**src/rtl/assert_macros.svh**
```systemverilog
// Assertion macros for the RTL; empty when SYNTHESIS is defined.
`ifndef ASSERT_MACROS_SVH
`define ASSERT_MACROS_SVH

`ifndef SYNTHESIS

// Same-cycle implication, disabled while reset is asserted.
`define ASSERT_SAME(label, clk, rst_n, ante, cons) \
    label: assert property (@(posedge clk) disable iff (!(rst_n)) (ante) |-> (cons)) \
        else $error("assertion failed: label");

// Next-cycle implication, disabled while reset is asserted.
`define ASSERT_NEXT(label, clk, rst_n, ante, cons) \
    label: assert property (@(posedge clk) disable iff (!(rst_n)) (ante) |=> (cons)) \
        else $error("assertion failed: label");

`else

`define ASSERT_SAME(label, clk, rst_n, ante, cons)
`define ASSERT_NEXT(label, clk, rst_n, ante, cons)

`endif

`endif

```
**src/rtl/ipsc_pkg.sv**
```systemverilog
// Types, codes and helpers of the idle power state controller.
`timescale 1ns / 1ps
package ipsc_pkg;

    localparam int unsigned CFG_W      = 12;
    localparam int unsigned CNT_W      = 16;
    localparam int unsigned CFG_IDX_W  = 2;
    localparam logic [CNT_W-1:0] COUNT_MAX = '1;

    typedef enum logic [1:0] {
        CMD_TICK  = 2'd0,
        CMD_TOUCH = 2'd1,
        CMD_WAKE  = 2'd2
    } cmd_t;

    typedef enum logic [1:0] {
        PS_AWAKE = 2'd0,
        PS_DIM   = 2'd1,
        PS_LIGHT = 2'd2,
        PS_DEEP  = 2'd3
    } pstate_t;

    typedef enum logic [CFG_IDX_W-1:0] {
        REG_DIM_TIMEOUT   = 2'd0,
        REG_SLEEP_TIMEOUT = 2'd1,
        REG_DEEP_TIMEOUT  = 2'd2
    } reg_idx_t;

    typedef struct packed {
        logic [1:0] cmd;
        logic       touch_pin_low;
    } in_beat_t;

    typedef struct packed {
        logic [1:0] power_state;
        logic       display_enable;
        logic       radio_save;
        logic       deep_sleep_enter;
        logic       state_changed;
    } out_beat_t;

    // Seconds to 100 ms ticks: s * 10 = s * 8 + s * 2, never above 40950.
    function automatic logic [CNT_W-1:0] secs_to_ticks(input logic [CFG_W-1:0] secs);
        logic [CNT_W-1:0] wide;
        wide = CNT_W'(secs);
        return (wide << 3) + (wide << 1);
    endfunction

endpackage

```
**src/rtl/idle_power_state_controller_unit.sv**
```systemverilog
// Idle power state controller: one input beat is accepted per cycle, back to back, while the output side keeps up.
// Latency: the result beat is valid in the cycle after its input beat is accepted.
// Throughput: one beat per cycle while the output side keeps up; state and idle count update with each accepted beat.
// Reset (aresetn low, synchronous): state awake, idle count zero, thresholds 30/60/300 s,
// output register empty. The configuration port is always ready.
`timescale 1ns / 1ps
`include "assert_macros.svh"
module idle_power_state_controller_unit (
    input  logic                             aclk,
    input  logic                             aresetn,
    input  logic                             s_valid,
    output logic                             s_ready,
    input  ipsc_pkg::in_beat_t               s_data,
    output logic                             m_valid,
    input  logic                             m_ready,
    output ipsc_pkg::out_beat_t              m_data,
    input  logic                             cfg_valid,
    output logic                             cfg_ready,
    input  logic [ipsc_pkg::CFG_IDX_W-1:0]   cfg_index,
    input  logic [ipsc_pkg::CFG_W-1:0]       cfg_data
);
    import ipsc_pkg::*;

    // Thresholds are kept already converted to ticks, so the compare path
    // holds only the counter increment and a 16-bit compare.
    logic [CNT_W-1:0] dim_ticks_reg;
    logic [CNT_W-1:0] sleep_ticks_reg;
    logic [CNT_W-1:0] deep_ticks_reg;

    pstate_t          state_reg;
    pstate_t          state_next;
    logic [CNT_W-1:0] idle_reg;
    logic [CNT_W-1:0] idle_next;
    logic [CNT_W-1:0] idle_inc;

    logic             m_valid_reg;
    out_beat_t        m_data_reg;
    out_beat_t        m_data_next;

    logic             s_fire;
    logic             cfg_fire;

    // The output register frees up in the same cycle its beat is taken, so a
    // new beat enters every cycle as long as the downstream side keeps up.
    assign s_ready   = !m_valid_reg || m_ready;
    assign s_fire    = s_valid && s_ready;
    assign cfg_ready = 1'b1;
    assign cfg_fire  = cfg_valid;
    assign m_valid   = m_valid_reg;
    assign m_data    = m_data_reg;

    // Saturating idle counter increment.
    assign idle_inc = (idle_reg == COUNT_MAX) ? idle_reg : idle_reg + CNT_W'(1);

    // Next state for the beat on the input port.
    always_comb begin
        state_next = state_reg;
        idle_next  = idle_reg;
        unique case (s_data.cmd)
            CMD_TICK: begin
                if (state_reg != PS_DEEP) begin
                    idle_next = idle_inc;
                end
                unique case (state_reg)
                    PS_AWAKE: begin
                        if (idle_inc >= dim_ticks_reg) begin
                            state_next = PS_DIM;
                        end
                    end
                    PS_DIM: begin
                        if (s_data.touch_pin_low) begin
                            state_next = PS_AWAKE;
                            idle_next  = '0;
                        end else if (idle_inc >= sleep_ticks_reg) begin
                            state_next = PS_LIGHT;
                        end
                    end
                    PS_LIGHT: begin
                        // A low pin or a count under the sleep threshold (left by
                        // a touch notification) wakes from light sleep.
                        if (s_data.touch_pin_low || idle_inc < sleep_ticks_reg) begin
                            state_next = PS_AWAKE;
                            idle_next  = '0;
                        end else if (idle_inc >= deep_ticks_reg) begin
                            state_next = PS_DEEP;
                        end
                    end
                    PS_DEEP: begin
                        state_next = PS_DEEP;
                    end
                    default: begin
                        state_next = state_reg;
                    end
                endcase
            end
            CMD_TOUCH: begin
                if (state_reg != PS_DEEP) begin
                    idle_next = '0;
                end
                if (state_reg == PS_DIM) begin
                    state_next = PS_AWAKE;
                end
            end
            CMD_WAKE: begin
                if (state_reg == PS_DIM || state_reg == PS_LIGHT) begin
                    state_next = PS_AWAKE;
                    idle_next  = '0;
                end
            end
            default: begin
                // The unused command code leaves everything as it is.
                state_next = state_reg;
            end
        endcase
    end

    // Result beat derived from the state after the item.
    always_comb begin
        m_data_next.power_state      = state_next;
        m_data_next.display_enable   = (state_next == PS_AWAKE);
        m_data_next.radio_save       = (state_next == PS_LIGHT);
        m_data_next.deep_sleep_enter = (state_next == PS_DEEP) && (state_reg != PS_DEEP);
        m_data_next.state_changed    = (state_next != state_reg);
    end

    always_ff @(posedge aclk) begin
        if (!aresetn) begin
            state_reg       <= PS_AWAKE;
            idle_reg        <= '0;
            m_valid_reg     <= 1'b0;
            dim_ticks_reg   <= secs_to_ticks(CFG_W'(30));
            sleep_ticks_reg <= secs_to_ticks(CFG_W'(60));
            deep_ticks_reg  <= secs_to_ticks(CFG_W'(300));
        end else begin
            if (s_fire) begin
                state_reg   <= state_next;
                idle_reg    <= idle_next;
                m_valid_reg <= 1'b1;
            end else if (m_ready) begin
                m_valid_reg <= 1'b0;
            end
            if (cfg_fire) begin
                unique case (cfg_index)
                    REG_DIM_TIMEOUT:   dim_ticks_reg   <= secs_to_ticks(cfg_data);
                    REG_SLEEP_TIMEOUT: sleep_ticks_reg <= secs_to_ticks(cfg_data);
                    REG_DEEP_TIMEOUT:  deep_ticks_reg  <= secs_to_ticks(cfg_data);
                    default: begin
                        // Writes beyond the register list are dropped.
                        dim_ticks_reg <= dim_ticks_reg;
                    end
                endcase
            end
        end
    end

    // Payload register takes a new beat whenever one is accepted.
    always_ff @(posedge aclk) begin
        if (s_fire) begin
            m_data_reg <= m_data_next;
        end
    end

    // Deep sleep is left only through reset, and the idle count is frozen there.
    `ASSERT_NEXT(a_deep_holds, aclk, aresetn, state_reg == PS_DEEP, state_reg == PS_DEEP)
    `ASSERT_NEXT(a_deep_count_frozen, aclk, aresetn, state_reg == PS_DEEP, $stable(idle_reg))
    // A held result beat must block the input side.
    `ASSERT_SAME(a_no_overrun, aclk, aresetn, m_valid_reg && !m_ready, !s_ready)
    // Entering deep sleep is always a state change into deep sleep.
    `ASSERT_SAME(a_deep_enter_ok, aclk, aresetn, m_valid_reg && m_data_reg.deep_sleep_enter, m_data_reg.state_changed && m_data_reg.power_state == PS_DEEP)
    // An accepted beat leaves a stored state equal to the one it reports.
    `ASSERT_NEXT(a_state_reported, aclk, aresetn, s_fire, m_data_reg.power_state == state_reg)

endmodule

```
**config.mk**
```make
export PLATFORM = sky130hd
export DESIGN_NAME = idle_power_state_controller_unit
export DESIGN_NICKNAME = d
export VERILOG_FILES = /design/src/rtl/ipsc_pkg.sv /design/src/rtl/idle_power_state_controller_unit.sv
export VERILOG_INCLUDE_DIRS = /design/src /design/src/rtl
export SDC_FILE = /design/constraint.sdc
export NUM_CORES = 1
export LEC_CHECK = 0
export BUFFER_PORTS_ARGS = -buffer_cell sky130_fd_sc_hd__clkbuf_2
export CAP_MARGIN = 25
export CORE_MARGIN = 4
export CORE_UTILIZATION = 55
export CTS_CLUSTER_SIZE = 40
export DETAILED_ROUTE_END_ITERATION = 12
export GPL_TIMING_DRIVEN = 0
export PLACE_DENSITY = 0.76
export SLEW_MARGIN = 20
export SYNTH_ARGS = -nofsm -noshare
export SYNTH_HDL_FRONTEND = slang
export SYNTH_SLANG_ARGS = --single-unit
export TNS_END_PERCENT = 1
```
**constraint.sdc**
```tcl
create_clock -name aclk -period 3.76 [get_ports aclk]
set_input_delay 0.376 -clock aclk [delete_from_list [all_inputs] [get_ports aclk]]
set_output_delay 0.376 -clock aclk [all_outputs]
set_load 0.01 [all_outputs]
```
### Word level (Yosys, flattened, before mapping)

Index checks and enable logic that the tools add are counted.

| storage, ports and cells | value |
|---|---|
| bits in registers | 73 |
| bits of input ports | 22 |
| output and inout port bits | 9 |
| logic and storage cells | 66 |

| operators by class | value |
|---|---|
| add/sub/neg operators | 2 |
| $lt $le $gt $ge | 4 |
| eq/ne operators | 14 |
| muxes and demuxes | 19 |
| reduce and logical (&&, ||, !) cells | 16 |

Operators by type and width:

| kind | number |
|---|---|
| two-way mux 16 bit | 6 |
| greater-or-equal comparator 16 bit | 3 |
| case mux 16 bit (3 select lines) | 1 |
| case mux 16 bit (2 select lines) | 1 |
| adder 15 x 13 -> 16 bit | 1 |
| adder 16 x 1 -> 16 bit, second input constant | 1 |
| == test 16 bit, second input constant | 1 |
| < comparator 16 bit | 1 |
| two-way mux 2 bit | 7 |
| == test 2 bit, second input constant | 6 |
| zero test 2 bit | 4 |
| case mux 2 bit (4 select lines) | 1 |
| == test 2 x 1 -> 1 bit, second input constant | 3 |
| inequality test 2 bit, second input constant | 3 |
| case mux 2 bit (3 select lines) | 1 |
| AND reduction 2 bit | 3 |
| AND reduction 4 bit | 1 |
| logical OR 1 bit | 3 |
| nonzero test 3 bit | 1 |
| logical AND 1 bit | 2 |
| two-way mux 1 bit | 2 |
| inequality test 2 bit | 1 |
| nonzero test 2 bit | 1 |
| zero test 1 bit | 1 |

### Depth between registers and ports, before layout

Gate-level depths: netlist of the first run.

| depth | value |
|---|---|
| word-level depth | 9 |
| depth in mapped cells | 18 |
| gate-level depth less buffers | 16 |

### Worst setup path before layout of the first run

No wires, ideal clock.

| path | value |
|---|---|
| kind | register to register |
| start point | register idle_reg[1] |
| end point | register m_data_reg (netlist bit m_data[0]) (data pin) |
| library setup time | 265 ps |
| data arrival time | 3,878 ps |
| required time | 3,495 ps |
| path slack | -384 ps |
| cell stages (with the launch flop) | 16 |
| path buffers | 0 |
| period minus slack after synthesis | 4,144 ps |
| path through | dfxtp_1 ha_1 nand3_1 nor4_4 nor3_1 nand3_1 nor2_1 xor2_1 ha_1 and4_1 a221oi_1 a211o_1 o211ai_1 o211a_1 a311o_1 or3_1 |

RTL lines:

| what | line | text |
|---|---|---|
| from (decl) | idle_power_state_controller_unit.sv:32 | `logic [CNT_W-1:0] idle_reg;` |
| from (signal assigned) | idle_power_state_controller_unit.sv:137 | `idle_reg <= idle_next;` |
| to (signal assigned) | idle_power_state_controller_unit.sv:159 | `m_data_reg <= m_data_next;` |
| to (decl) | idle_power_state_controller_unit.sv:37 | `out_beat_t m_data_reg;` |

==> results of run 1 <==
metal layers:
| layer | vias to the layer above | track usage | share of wire |
|---|---|---|---|
| li1 | 2306 | - | - |
| met2 | 187 | 0.463 | 0.49 |
| met1 | 2256 | 0.333 | 0.41 |
| met5 | - | 0 | 0 |
| met3 | 55 | 0.0437 | 0.055 |
| met4 | 0 | 0.121 | 0.045 |
per-stage QoR:
stage                     instance area, µm²  TNS (ns)  setup slack, ns  utilization  cells
after global routing                    6140     -5.30           -0.434        0.707    793
after detailed placement                5210    -14.52           -0.793        0.600    742
after CTS                               5860    -0.152           -0.129        0.675    781
final                                   6140     -1.43           -0.260        0.707    793
after floorplan                         4930   -0.0330          -0.0330            -    605
after global placement                  5210    -12.87           -0.711        0.600    742
synth_stat cells (all sizes together), types with 5 or more instances:
library cell  count
inv              64
nand3            26
a221oi            5
a21oi            45
dfxtp            64
o21ai            30
xnor2             9
xor2             11
nand4            13
edfxtp            6
nand2            65
and3              5
a22oi            12
nor2             45
a21o              8
o211ai           18
a211oi            9
ha               65
nor3             12
o21a              8
clkbuf           19
kinds of logic (layout without fill, tap and decap cells):
logic type / count (synthesis) / count (layout)
simple gates: 198 / 198
buf+inv: 87 / 167
other cells: 1 / 1
xor+xnor: 20 / 20
compound gates: 160 / 160
fa+ha+maj: 66 / 66
mux: 3 / 3
flops: 70 / 70
critical path: stages, from the launching register on:
cell and delay (ns):
dfxtp_1 0.31, clkbuf_8 0.13, nand4_1 0.13, buf_6 0.15, nor2_4 0.05, nor3_4 0.14, and3_4 0.25, nand3_1 0.13
xnor2_2 0.30, buf_4 0.19, ha_1 0.27, a21o_1 0.22, a21o_1 0.25, a41oi_2 0.25, a211oi_2 0.08, o211a_1 0.27
a311o_1 0.33, or3_1 0.32
layout by cell type (no fill, tap or decap), types with 4 or more instances in the layout:
cell | Yosys | routed
o21ai_1 | 0 | 5
nand2_1 | 65 | 65
nor3_1 | 12 | 8
o21ai_0 | 30 | 23
buf_6 | 0 | 4
o21a_1 | 8 | 8
clkbuf_8 | 0 | 12
or3_1 | 4 | 4
a211oi_2 | 0 | 5
clkbuf_2 | 0 | 29
edfxtp_1 | 6 | 6
a22oi_1 | 12 | 4
nor3b_1 | 4 | 4
dfxtp_1 | 64 | 49
and3_1 | 5 | 4
xor2_1 | 11 | 5
dfxtp_2 | 0 | 12
inv_1 | 63 | 63
xor2_2 | 0 | 5
nand3_1 | 26 | 20
ha_4 | 0 | 4
a21oi_1 | 45 | 42
clkbuf_1 | 18 | 15
a21o_1 | 7 | 7
buf_4 | 1 | 36
o211ai_1 | 18 | 18
nand4_1 | 12 | 12
xnor2_1 | 9 | 4
nor2_1 | 45 | 40
nand3b_1 | 4 | 4
ha_1 | 65 | 61
a22oi_2 | 0 | 8
power breakdown:
group          switching [mW]  internal, mW
clock network           0.315         0.342
registers              0.0192         0.783
logic                   0.214         0.127
total                   0.549          1.25
layout make-up:
| type | instances | area share |
|---|---|---|
| clock buffers | 11 | 0.0247 |
| flip-flops and latches | 70 | 0.242 |
| well taps | 108 | 0.0220 |
| multi-input cells | 448 | 0.574 |
| clock inverters | 4 | 0.00897 |
| repair buffers | 66 | 0.0708 |
| inverters | 65 | 0.0398 |
| plain buffers | 21 | 0.0175 |
what timing repair did:
item / 4_1_cts / 5_1_grt
pin swaps: 28 / 30
setup buffers: 25 / 12
resized for setup: 56 / 45
endpoints found under the setup margin: 24 / 24
worst paths after layout:
| path | start | to | slack [ns] | cells past startpoint |
|---|---|---|---|---|
| max | idle_reg[11]$_SDFFE_PN0P_ | m_data[0]$_DFFE_PP_ | -0.26 | 17 |
| min reg2reg | dim_ticks_reg[7]$_SDFFE_PN0P_ | dim_ticks_reg[7]$_SDFFE_PN0P_ | 0.46 | 2 |
| max reg2reg | idle_reg[11]$_SDFFE_PN0P_ | m_data[0]$_DFFE_PP_ | -0.26 | 17 |
| min | s_valid | m_valid$_SDFFE_PN0P_ | 0.24 | 3 |
==> results.py, run 1 <==
metrics = {
    "setup_path": {
        "worst_ep_required_time_ns": 3.87,
        "timing.critical_path.from_type": "flip-flop",
        "worst-endpoint-arrival_ns": 4.14,
        "path_class": "flip-flop to flip-flop",
        "cp_max_fo": 4,
        "critical_path.endpoint_type": "flip-flop",
    },
    "die": {
        "boundaryPins": 31,
        "die_area_um2": 10400,
        "die-height_um": 102,
        "core-area_um2": 8680,
        "initial_utilization": 0.561,
        "floorplan.rows": 34,
        "die-width_um": 102,
    },
    "clocking": {
        "cts.sinks": 70,
        "clock_slew_at_reported_path_ffs_ns": 0.08,
        "worstSkewPairLatency_ns": 0.37,
        "cts_htree_levels": 3,
        "cts_made_buffers": 9,
        "max-clock-path-buffers": 2,
        "tritoncts_clock_tree": "done",
        "clockRootBuffer": "clkbuf_8",
        "cts.hold.buffers_added": 0,
    },
    "routing": {
        "totalWireLength_um": 14200,
        "vias_per_cell": 6.06,
        "via_count": 4804,
        "wl_per_cell_um": 17.9,
        "drt-pass1-iter-count": 5,
        "first_iter_violations": 297,
        "final_antenna_net_count": 0,
        "route.detailed.drc": 0,
    },
    "sta": {
        "final_slew_violations": 0,
        "whs_ns": 0.244,
        "layout_setup_ws_ns": -0.260,
        "worst_pin_slew_ns": 0.720,
        "layout_worst_path_cycle_share": 1.07,
        "finalSetupViolCount": 16,
        "max_slew_margin": 0.519,
        "rsz0062_at_grt": "yes",
        "achievable-frequency_ghz": 0.249,
        "total_count_of_hold_check_failures_in_the_final_report": 0,
        "timing.clock.skew_ns": 0.0129,
        "min_period_ns": 4.02,
    },
    "logic_synthesis": {
        "postSynthRegisterBits": 70,
        "async_flop_share": 0,
        "synth.top_cells.by_area": "dfxtp_1, ha_1, nand2_1, inv_1, a21oi_1",
        "warnings_synthesis": 0,
        "synth_area_per_cell_um2": 8.05,
        "cell_area_after_technology_mapping_um2": 4870,
        "synthSimpleGateAreaFrac": 0.200,
        "yosysUniqueCellTypes": 63,
        "synthAdderAreaFrac": 0.171,
        "synth_edf_count": 6,
        "flip_flop_cell_with_the_highest_count_after_synthesis": "dfxtp_1",
        "synthDominantCellAreaShare": 0.263,
        "synth_compound_gate_area_share": 0.216,
        "main_combinational_cell_family_by_area_after_synthesis": "compound AO/OA/AOI/OAI gates",
        "synthMuxAreaShare": 0.00668,
        "synthXorXnorAreaFrac": 0.0360,
        "mappedNetlistNets": 693,
        "ys_seq_area_frac": 0.300,
        "synth_top_cell_by_area": "dfxtp_1",
        "synthesis.instances": 605,
    },
    "cells_and_area": {
        "layout.area.seq_um2": 1490,
        "antenna-diode-count": 0,
        "layout-drive-gt1-share": 0.247,
        "largest_register_ff_count": 16,
        "synthToLayoutAreaGrowth_pct": 26.0,
        "multiInputGateArea_um2": 3520,
        "fillers": 652,
        "num-nets-final": 769,
    },
    "status": {
        "status": "finished, violations left",
        "violations": "setup timing",
    },
    "place": {
        "port_buffers": 29,
        "estimated_wirelength_of_the_detail_placed_design_um": 9700,
        "finalWeightedCongestion": 0.882,
    },
    "global_route": {
        "grt_antenna_before_repair": 0,
        "largest_net_degree_at_the_start_of_global_routing": 13,
        "grt_pass1_wl_um": 22100,
        "grtUsageTotal": 0.270,
        "sum_of_overflow_across_all_layers_after_global_routing": 0,
        "grt_pass1_vias": 4579,
    },
    "power_and_ir_drop": {
        "power.ir.vdd_worst_mv": 0.152,
        "fin_total_pwr_mw": 1.80,
        "static-leakage-power_nw": 2.70,
        "power_density_nw_per_um2": 294,
    },
    "job": {
        "timing.max_cap.violations": 0,
    },
    "min_path": {
        "min-delay-path-class": "input pin to flip-flop",
    },
}
No activity file was read; power rests on OpenSTA's default activity.
==> run 2: changes to the inputs <==
- PLACE_DENSITY: 0.76 -> 0.84
==> run 2 against run 1 <==
The flow still finishes with violations (setup timing). Largest cell class unchanged. Final cell count shrank 0.50%. Total power rose by 0.44%. Largest power group unchanged. Highest routed layer unchanged. Maximum frequency up 1.5%. Clock skew decreased by 0.0063 ns. Die area unchanged.
==> results.py, run 2 (synthesized netlist as in run 1, its figures left out) <==
metrics = {
    "sta": {
        "timing.clock.skew_ns": 0.00665,
        "finalSetupViolCount": 10,
        "total_count_of_hold_check_failures_in_the_final_report": 0,
        "final_slew_violations": 0,
        "fin_setup_tns_ns": -0.749,
        "max_slew_margin": 0.501,
        "rsz0062_at_grt": "yes",
        "whs_ns": 0.250,
        "min_period_ns": 3.96,
        "layout_setup_ws_ns": -0.202,
        "worst_pin_slew_ns": 0.747,
        "layout_worst_path_cycle_share": 1.05,
        "achievable-frequency_ghz": 0.252,
    },
    "power_and_ir_drop": {
        "power_density_nw_per_um2": 299,
        "static-leakage-power_nw": 2.66,
        "power.ir.vdd_worst_mv": 0.176,
    },
    "cells_and_area": {
        "core_util_final": 0.698,
        "mostFrequentLayoutCells": "nand2_1, inv_1, ha_1",
        "synthToLayoutAreaGrowth_pct": 24.5,
        "multiInputGateArea_um2": 3470,
        "num-nets-final": 764,
        "largest_register_ff_count": 16,
        "antenna-diode-count": 0,
        "layout.area.seq_um2": 1480,
        "fillers": 649,
        "layout-drive-gt1-share": 0.226,
        "post-route-cell-area_um2": 6060,
        "final_common_cell": "nand2_1",
    },
    "die": {
        "die-height_um": 102,
        "die_area_um2": 10400,
        "die-width_um": 102,
        "core-area_um2": 8680,
        "boundaryPins": 31,
        "initial_utilization": 0.561,
        "floorplan.rows": 34,
    },
    "clocking": {
        "worstSkewPairLatency_ns": 0.37,
        "clockRootBuffer": "clkbuf_8",
        "tritoncts_clock_tree": "done",
        "cts.hold.buffers_added": 0,
        "cts_htree_levels": 3,
        "clock_slew_at_reported_path_ffs_ns": 0.08,
        "cts.sinks": 70,
        "max-clock-path-buffers": 2,
        "cts_made_buffers": 9,
    },
    "setup_path": {
        "timing.critical_path.mode_cell": "buf_4",
        "timing.reg2reg.setup_slack_ns": -0.20,
        "cp_capture_point": "m_data[0]$_DFFE_PP_",
        "critPathLaunch": "idle_reg[11]$_SDFFE_PN0P_",
        "worst-endpoint-arrival_ns": 4.08,
        "worst_ep_required_time_ns": 3.87,
        "critPathMaxStageDelay_ns": 0.33,
        "worstReg2RegEnd": "m_data[0]$_DFFE_PP_",
        "worst_path_max_delay_cell": "dfxtp_2",
        "timing.critical_path.from_type": "flip-flop",
        "path_class": "flip-flop to flip-flop",
        "worst-r2r-cell-count": 18,
        "r2r_start": "idle_reg[11]$_SDFFE_PN0P_",
        "critical_path.endpoint_type": "flip-flop",
        "cp_max_fo": 4,
        "timing.critical_path.cells": "buf_8, nand4_1, buf_6, nor4_4, buf_4, nor3_4, nand3_4, nor2_4, xor2_4, ha_4, and4_1, a221oi_2, buf_4, a211o_1, a211oi_2, o211a_1, a311o_1, or3_1",
    },
    "routing": {
        "totalWireLength_um": 13400,
        "wl_per_cell_um": 17.0,
        "drt-pass1-iter-count": 5,
        "via_count": 4778,
        "first_iter_violations": 273,
        "final_antenna_net_count": 0,
        "vias_per_cell": 6.06,
        "route.detailed.drc": 0,
    },
    "place": {
        "postPlaceCellArea_um2": 5210,
        "finalWeightedCongestion": 0.992,
        "port_buffers": 29,
        "estimated_wirelength_of_the_detail_placed_design_um": 9670,
    },
    "global_route": {
        "grt_pass1_wl_um": 22200,
        "sum_of_overflow_across_all_layers_after_global_routing": 0,
        "largest_net_degree_at_the_start_of_global_routing": 14,
        "grt_antenna_before_repair": 0,
        "grt_pass1_vias": 4817,
        "grtUsageTotal": 0.269,
    },
    "status": {
        "violations": "setup timing",
        "status": "finished, violations left",
    },
    "min_path": {
        "min-delay-path-class": "input pin to flip-flop",
    },
    "job": {
        "timing.max_cap.violations": 0,
    },
}
[run 2: cell count changes in the layout (fill, tap and decap cells not counted), moves of 2 or more]
cell / before / now
a22oi_1: 4 / 12
a22oi_2: 8 / 0
buf_4: 36 / 30
ha_1: 61 / 58
ha_4: 4 / 7
a211oi_1: 3 / 5
nor2_2: 2 / 4
[run 2: worst min path at each step]
stage	start	end	slack, ns	cells after the start
final	s_valid	m_valid$_SDFFE_PN0P_	0.25	3
after global routing	cfg_data[0]	deep_ticks_reg[1]$_SDFFE_PN0P_	0.29	3
after CTS	s_valid	m_valid$_SDFFE_PN0P_	0.25	3
after detailed placement	dim_ticks_reg[11]$_SDFFE_PN0P_	dim_ticks_reg[11]$_SDFFE_PN0P_	0.45	2
after global placement	sleep_ticks_reg[2]$_SDFFE_PN0P_	sleep_ticks_reg[2]$_SDFFE_PN0P_	0.45	2
after floorplan	deep_ticks_reg[10]$_SDFFE_PN0P_	deep_ticks_reg[10]$_SDFFE_PN0P_	0.44	2
[run 2: stage by stage]
stage,worst slack (ns),power [mW],instances
floorplan,-0.0330,1.03,605
global placement,-0.641,1.11,742
detailed placement,-0.780,1.12,742
CTS,-0.0861,1.79,787
global route,-0.312,1.88,789
finish,-0.202,1.81,789
[run 2: layout make-up]
cell class                 instances  share of cell area
multi-input combinational        448               0.573
clock inverter                     5              0.0107
buffer                            21              0.0186
sequential                        70               0.245
tap                              108              0.0223
timing repair buffer              61              0.0655
inverter                          65              0.0403
clock buffer                      11              0.0250
[run 2: timing repair]
item	in CTS	in global routing
setup buffers	30	2
resized for setup	71	16
pin swaps	41	11
endpoints found under the setup margin	24	24
endpoints found under the hold margin	0	0
[run 2: worst max-delay path: cells and delay by family (launching register included)]
kind	cells	cell delay (ns)
and+or+nand+nor	7	1.26
DFF	1	0.33
buffers and inverters	4	0.58
xor gates and xnor gates	1	0.24
AOI/OAI and AO/OA	5	1.04
adders and majority gates	1	0.25
[run 2: report_power, final]
| group | leakage, nW | internal, mW | switching, mW |
|---|---|---|---|
| combinational | 1.97 | 0.126 | 0.209 |
| clock | 0.111 | 0.350 | 0.321 |
| sequential | 0.588 | 0.784 | 0.0197 |
| total | 2.66 | 1.26 | 0.550 |
[run 2: layer usage]
metal  track usage  wire length [µm]  up-vias  part of all wire
met4         0.143               607        0             0.045
met5             0                 0        -                 0
li1              -                 -     2305                 -
met3        0.0382               760       56             0.057
met1         0.310              5480     2232              0.41
met2         0.480              6570      185              0.49
